--- config.mk ---
export PLATFORM = sky130hd
export DESIGN_NAME = clsc_back
export DESIGN_NICKNAME = d
export VERILOG_FILES = /design/src/sv/clsc_pkg.sv /design/src/sv/clsc_back.sv
export SDC_FILE = /design/constraint.sdc
export NUM_CORES = 1
export LEC_CHECK = 0
export BUFFER_PORTS_ARGS = -buffer_cell sky130_fd_sc_hd__buf_2
export CAP_MARGIN = 15
export CORE_UTILIZATION = 30
export CTS_BUF_LIST = sky130_fd_sc_hd__clkbuf_8
export DETAILED_ROUTE_END_ITERATION = 8
export PLACE_DENSITY = 0.51
export REMOVE_ABC_BUFFERS = 1
export SETUP_SLACK_MARGIN = 0.05
export SYNTH_ARGS = -nofsm -noshare
export SYNTH_HDL_FRONTEND = slang
export SYNTH_SLANG_ARGS = --single-unit
--- constraint.sdc ---
create_clock -name clk -period 2.9 [get_ports clk]
set_clock_uncertainty 0.15 [all_clocks]
set_input_delay 0.145 -clock clk [delete_from_list [all_inputs] [get_ports clk]]
set_output_delay 0.145 -clock clk [all_outputs]
set_load 0.02 [all_outputs]
--- src/sv/clsc_pkg.sv ---
// shared types, character constants and recognizer functions for the syntax checker
package clsc_pkg;

	localparam logic [7:0] CH_SPACE  = 8'h20;
	localparam logic [7:0] CH_PIPE   = 8'h7C;
	localparam logic [7:0] CH_AMP    = 8'h26;
	localparam logic [7:0] CH_LT     = 8'h3C;
	localparam logic [7:0] CH_GT     = 8'h3E;
	localparam logic [7:0] CH_DOLLAR = 8'h24;
	localparam logic [7:0] CH_DOT    = 8'h2E;
	localparam logic [7:0] CH_SLASH  = 8'h2F;
	localparam logic [7:0] CH_DASH   = 8'h2D;

	localparam int QDEPTH = 4;
	localparam int QAW    = $clog2(QDEPTH);

	typedef enum logic [3:0] {
		CL_SPACE,
		CL_ALPHA,
		CL_PIPE,
		CL_AMP,
		CL_LT,
		CL_GT,
		CL_DOLLAR,
		CL_DOT,
		CL_SLASH,
		CL_DASH,
		CL_OTHER
	} cls_t;

	typedef enum logic [4:0] {
		ST_LEAD   = 5'd0,
		ST_CMD    = 5'd1,
		ST_GAP    = 5'd2,
		ST_OPTSEP = 5'd3,
		ST_OPT    = 5'd4,
		ST_AMP1   = 5'd5,
		ST_AMP2   = 5'd6,
		ST_AMPSP  = 5'd7,
		ST_AMPCMD = 5'd8,
		ST_PIPE1  = 5'd9,
		ST_PIPE2  = 5'd10,
		ST_PIPESP = 5'd11,
		ST_WORD   = 5'd12,
		ST_PATH   = 5'd13,
		ST_EXT    = 5'd14,
		ST_RFILE  = 5'd15,
		ST_RSP    = 5'd16,
		ST_LT     = 5'd17,
		ST_GT     = 5'd18,
		ST_HDOC   = 5'd19,
		ST_HDWORD = 5'd20,
		ST_FEXT   = 5'd21,
		ST_DOT    = 5'd22,
		ST_DOTDOT = 5'd23,
		ST_REL    = 5'd24,
		ST_VAR    = 5'd25,
		ST_FAIL   = 5'd26
	} state_t;

	// classified character word passed from front to back
	typedef struct packed {
		cls_t cls;
		logic last;
	} item_t;

	typedef struct packed {
		logic full;
		logic empty;
	} qstat_t;

	function automatic cls_t classify(input logic [7:0] c);
		cls_t r;
		r = CL_OTHER;
		if (c inside {[8'h41:8'h5A], [8'h61:8'h7A]}) r = CL_ALPHA;
		else begin
			case (c)
				CH_SPACE:  r = CL_SPACE;
				CH_PIPE:   r = CL_PIPE;
				CH_AMP:    r = CL_AMP;
				CH_LT:     r = CL_LT;
				CH_GT:     r = CL_GT;
				CH_DOLLAR: r = CL_DOLLAR;
				CH_DOT:    r = CL_DOT;
				CH_SLASH:  r = CL_SLASH;
				CH_DASH:   r = CL_DASH;
				default:   r = CL_OTHER;
			endcase
		end
		return r;
	endfunction

	function automatic state_t next_state(input state_t s, input cls_t k);
		state_t n;
		logic a;
		logic sp;
		a  = (k == CL_ALPHA);
		sp = (k == CL_SPACE);
		n  = ST_FAIL;
		case (s)
			ST_LEAD:   n = sp ? ST_LEAD : (a ? ST_CMD : ST_FAIL);
			ST_CMD:    n = sp ? ST_GAP : (a ? ST_CMD : ST_FAIL);
			ST_GAP: begin
				case (k)
					CL_DASH:   n = ST_OPT;
					CL_SPACE:  n = ST_GAP;
					CL_PIPE:   n = ST_PIPE1;
					CL_LT:     n = ST_LT;
					CL_GT:     n = ST_GT;
					CL_AMP:    n = ST_AMP1;
					CL_ALPHA:  n = ST_WORD;
					CL_DOT:    n = ST_DOT;
					CL_DOLLAR: n = ST_VAR;
					default:   n = ST_FAIL;
				endcase
			end
			ST_OPTSEP: n = sp ? ST_OPT : ST_FAIL;
			ST_OPT:    n = sp ? ST_GAP : (a ? ST_OPT : ST_FAIL);
			ST_AMP1:   n = (k == CL_AMP) ? ST_AMP2 : ST_FAIL;
			ST_AMP2:   n = sp ? ST_AMPSP : ST_FAIL;
			ST_AMPSP:  n = a ? ST_AMPCMD : ST_FAIL;
			ST_AMPCMD: n = sp ? ST_GAP : (a ? ST_AMPCMD : ST_FAIL);
			ST_PIPE1:  n = sp ? ST_PIPESP : ((k == CL_PIPE) ? ST_PIPE2 : ST_FAIL);
			ST_PIPE2:  n = sp ? ST_PIPESP : ST_FAIL;
			ST_PIPESP: n = a ? ST_WORD : ST_FAIL;
			ST_WORD: begin
				case (k)
					CL_SPACE: n = ST_GAP;
					CL_SLASH: n = ST_PATH;
					CL_ALPHA: n = ST_WORD;
					CL_DOT:   n = ST_EXT;
					default:  n = ST_FAIL;
				endcase
			end
			ST_PATH:   n = a ? ST_PATH : ((k == CL_DOT) ? ST_EXT : ST_FAIL);
			ST_EXT:    n = a ? ST_EXT : (sp ? ST_GAP : ST_FAIL);
			ST_RFILE: begin
				case (k)
					CL_DOT:   n = ST_FEXT;
					CL_SLASH: n = ST_RFILE;
					CL_ALPHA: n = ST_RFILE;
					default:  n = ST_FAIL;
				endcase
			end
			ST_RSP:    n = (sp || a) ? ST_RFILE : ST_FAIL;
			ST_LT:     n = (k == CL_LT) ? ST_HDOC : (sp ? ST_RSP : ST_FAIL);
			ST_GT:     n = (k == CL_GT) ? ST_RSP : (sp ? ST_RFILE : ST_FAIL);
			ST_HDOC:   n = sp ? ST_HDWORD : ST_FAIL;
			ST_HDWORD: n = (k == CL_DOT) ? ST_FEXT : (a ? ST_HDWORD : ST_FAIL);
			ST_FEXT:   n = a ? ST_FEXT : ST_FAIL;
			ST_DOT: begin
				case (k)
					CL_DOT:   n = ST_DOTDOT;
					CL_SLASH: n = ST_REL;
					CL_SPACE: n = ST_GAP;
					CL_ALPHA: n = ST_GAP;
					default:  n = ST_FAIL;
				endcase
			end
			ST_DOTDOT: n = (k == CL_SLASH) ? ST_REL : (sp ? ST_GAP : ST_FAIL);
			ST_REL:    n = sp ? ST_GAP : (a ? ST_WORD : ST_FAIL);
			ST_VAR:    n = a ? ST_WORD : ST_FAIL;
			default:   n = ST_FAIL;
		endcase
		return n;
	endfunction

endpackage

--- src/sv/clsc_back.sv ---
// back stage: recognizer state machine and result register
module clsc_back (
	input  logic             clk,
	input  logic             arst_n,
	input  clsc_pkg::item_t  rd_item,
	input  clsc_pkg::qstat_t qstat,
	output logic             pop,
	output logic             out_valid,
	input  logic             out_stall,
	output logic             valid_res,
	output logic             line_end
);

	clsc_pkg::state_t state_q;
	clsc_pkg::state_t ns;
	clsc_pkg::state_t state_d;
	logic             out_valid_q;
	logic             valid_res_q;
	logic             line_end_q;
	logic             take;
	logic             ok;

	assign take = !qstat.empty && (!out_valid_q || !out_stall);
	assign pop  = take;

	// next state
	always_comb begin
		ns      = clsc_pkg::next_state(state_q, rd_item.cls);
		state_d = state_q;
		if (take) state_d = rd_item.last ? clsc_pkg::ST_LEAD : ns;
	end

	// outputs
	always_comb begin
		ok = (ns != clsc_pkg::ST_FAIL);
	end

	always_ff @(posedge clk or negedge arst_n) begin
		if (!arst_n) begin
			state_q     <= clsc_pkg::ST_LEAD;
			out_valid_q <= 1'b0;
		end else begin
			state_q     <= state_d;
			out_valid_q <= take || (out_valid_q && out_stall);
		end
	end

	always_ff @(posedge clk) begin
		if (take) begin
			valid_res_q <= ok;
			line_end_q  <= rd_item.last;
		end
	end

	assign out_valid = out_valid_q;
	assign valid_res = valid_res_q;
	assign line_end  = line_end_q;

endmodule

==> impl_metrics.tcl <==
set metrics [dict create \
    run_status "finished clean" \
    detail_route.iter0.violations 166 \
    path_clk_slew_ns 0.04 \
    power_mw 1.44 \
    dieArea_um2 5360 \
    yosysUniqueCellTypes 61 \
    dp_hpwl_mm 3.46 \
    cts_root_buf "clkbuf_8" \
    grt_pass1_vias 1531 \
    numCtsBuffers 3 \
    tns_ns 0 \
    core-area_um2 4820 \
    grt-ovfl-total 0 \
    post_synth_instance_area_um2 1520 \
    finalCriticalPeriod_ns 2.43 \
    grt_pass1_wl_mm 7.94 \
    place_ws_ns 0.506 \
    setup_viol 0 \
    wire_per_inst_um 16.8 \
    cp_common_cell "nand4_1" \
    critical_path_class "reg2reg" \
    design_area_um2 1690 \
    wl_mm 4.71 \
    clk_latency_ns 0.22 \
    ant_nets 0 \
    globalRouteTotalUtil 0.190 \
    layout-drive-gt1-share 0.174 \
    dieWidth_um 73.2 \
    cts_tree "yes" \
    async_reset_ff_frac 0.750 \
    crit_required_ns 2.71 \
    max_freq_ghz 0.411 \
    crit_family "flip-flops" \
    final-hold-violation-count 0 \
    placed_area_um2 1600 \
    route.detailed.drc 0 \
    maxSlewViolCount 0 \
    netlist_instances 203 \
    end_kind "register" \
    finalCritPeriodShare 0.839 \
    p_per_area_nw_per_um2 852 \
    antenna_found_initial 0 \
    worst_path_max_delay_cell "dfrtp_1" \
    initial_core_util 0.316 \
    vias 1638 \
    num-fill-cells 550 \
    rsz0062_at_grt "false" \
    grt_max_degree 25 \
    io_pins 14 \
    startpoint_type "register" \
    die_h_um 73.2 \
    synthFlopType "dfrtp_1" \
    area_growth_pct 10.7 \
    maxCapViolations 0 \
    viasPerCell 5.85 \
    critPathMaxFanout 24 \
    hold_class "in2async" \
    utilization 0.350 \
    cp.arrival_ns 2.24 \
    rows 25 \
    gp_congestion 0.949 \
    avgSynthCellArea_um2 7.50 \
    synth_edf_count 2 \
    yosys_warnings 0 \
    worst_slack_ns 0.468 \
    port_buffers 12 \
    path_cells "or3b_1, o32ai_1, a211oi_1, nand4_1, nand4_1" \
    cts_setup_buffers 0 \
    seq_area_frac_synth 0.138 \
    ys_seq_elements 8 \
    critPathMaxStageDelay_ns 0.85 \
    cts.sinks 8 \
    cts_max_level 1 \
    final_nets 228 \
    path_buf_inv 0 \
    slew_headroom 0.471 \
    antennaDiodeCount 0 \
    clk_path_buf_depth 2 \
    p_leak_nw 0.607 \
    firstDrtPassIters 4 \
    ir_worst_vdd_uv 225 \
    tightestPinTransition_ns 0.794 \
]
## timing repair
| item | CTS | global route |
|---|---|---|
| hold buffers | 4 | 0 |
| hold endpoints to repair | 9 | 0 |
| gates resized for setup | 0 | 0 |
## layer usage
layer	global-route usage	share of wire	up-vias
met2	0.294	0.45	69
met4	0.0370	0.020	0
met3	0.0221	0.061	11
li1	-	-	796
met5	0	0	-
met1	0.281	0.47	762
## synth_stat cells (2+ instances only)
| library cell | n | area, µm² |
|---|---|---|
| nor2_1 | 18 | 67.6 |
| a21oi_1 | 13 | 65.1 |
| nand2_1 | 12 | 45.0 |
| buf_2 | 11 | 55.1 |
| o21ai_0 | 11 | 55.1 |
| nand2b_1 | 10 | 62.6 |
| dfrtp_1 | 6 | 150 |
| inv_1 | 6 | 22.5 |
| a211oi_1 | 5 | 37.5 |
| nand3_1 | 5 | 25.0 |
| nand4_1 | 5 | 31.3 |
| nor2b_1 | 5 | 31.3 |
| o32ai_1 | 5 | 43.8 |
| a22o_1 | 4 | 35.0 |
| buf_4 | 4 | 30.0 |
| buf_6 | 4 | 45.0 |
| ha_1 | 4 | 50.1 |
| nand3b_1 | 4 | 30.0 |
| nor3b_1 | 4 | 30.0 |
| or3b_1 | 4 | 35.0 |
| a22oi_1 | 3 | 22.5 |
| nor3_1 | 3 | 15.0 |
| nor4_1 | 3 | 18.8 |
| o211ai_1 | 3 | 22.5 |
| o31ai_1 | 3 | 22.5 |
| xnor2_1 | 3 | 26.3 |
| a2111oi_0 | 2 | 17.5 |
| a311oi_1 | 2 | 17.5 |
| and3_1 | 2 | 12.5 |
| edfxtp_1 | 2 | 60.1 |
| mux2i_1 | 2 | 20.0 |
| nor2_2 | 2 | 12.5 |
| o2111ai_1 | 2 | 17.5 |
| o211a_1 | 2 | 20.0 |
| o221a_2 | 2 | 22.5 |
| o41ai_1 | 2 | 17.5 |
## layout make-up
| cell class | count | area [µm²] | share of cell area |
|---|---|---|---|
| clock buffers | 3 | 41.3 | 0.0245 |
| clock inverters | 1 | 3.75 | 0.00223 |
| inverters | 7 | 26.3 | 0.0156 |
| multi-input cells | 167 | 1140 | 0.675 |
| flip-flops and latches | 8 | 210 | 0.125 |
| well taps | 67 | 83.8 | 0.0497 |
| repair buffers | 27 | 183 | 0.108 |
## logic make-up (layout without fill, tap and decap cells)
family	count (synthesis)	in the layout	share of synthesized area
simple gates	85	85	0.319
fa+ha+maj	4	4	0.0329
compound gates	72	72	0.359
buf+inv	28	38	0.115
flops	8	8	0.138
xor+xnor	4	4	0.0230
mux	2	2	0.0131
## layout by cell type, fill, tap and decap left out, types with 5 or more instances in the layout
cell / count
nor2_1: 18
a21oi_1: 13
nand2_1: 12
buf_2: 12
o21ai_0: 11
buf_4: 11
nand2b_1: 10
inv_1: 7
dfrtp_1: 6
o32ai_1: 5
nor2b_1: 5
a211oi_1: 5
nand3_1: 5
nand4_1: 5
## final timing paths
kind                       slack [ns]        from    endpoint  cells after the start
max in group asynchronous        2.33      arst_n  state_q[2]                      2
hold reg to reg                  0.64   out_valid  state_q[0]                      3
hold / removal                   0.13      arst_n   out_valid                      2
setup reg to reg                 0.47  state_q[4]   valid_res                      5
setup / recovery                 0.47  state_q[4]   valid_res                      5
min in group clk                 0.29   out_stall  state_q[0]                      4
## power by group
part,internal [mW],total (mW),switching [mW]
Clock,0.0916,0.134,0.0427
Sequential,0.158,0.326,0.169
Combinational,0.431,0.975,0.544
## through the flow
step / hold slack [ns] / instances
final: 0.127 / 280
after global routing: 0.148 / 280
after CTS: 0.128 / 280
after detailed placement: -0.172 / 272
after global placement: -0.180 / 272
after floorplan: -0.301 / 182
## sequential cells by signal (all words and copies together), names as in the netlist
signal	cells
state_q	5
line_end	1
out_valid	1
valid_res	1
No activity file was read; power rests on OpenSTA's default activity.
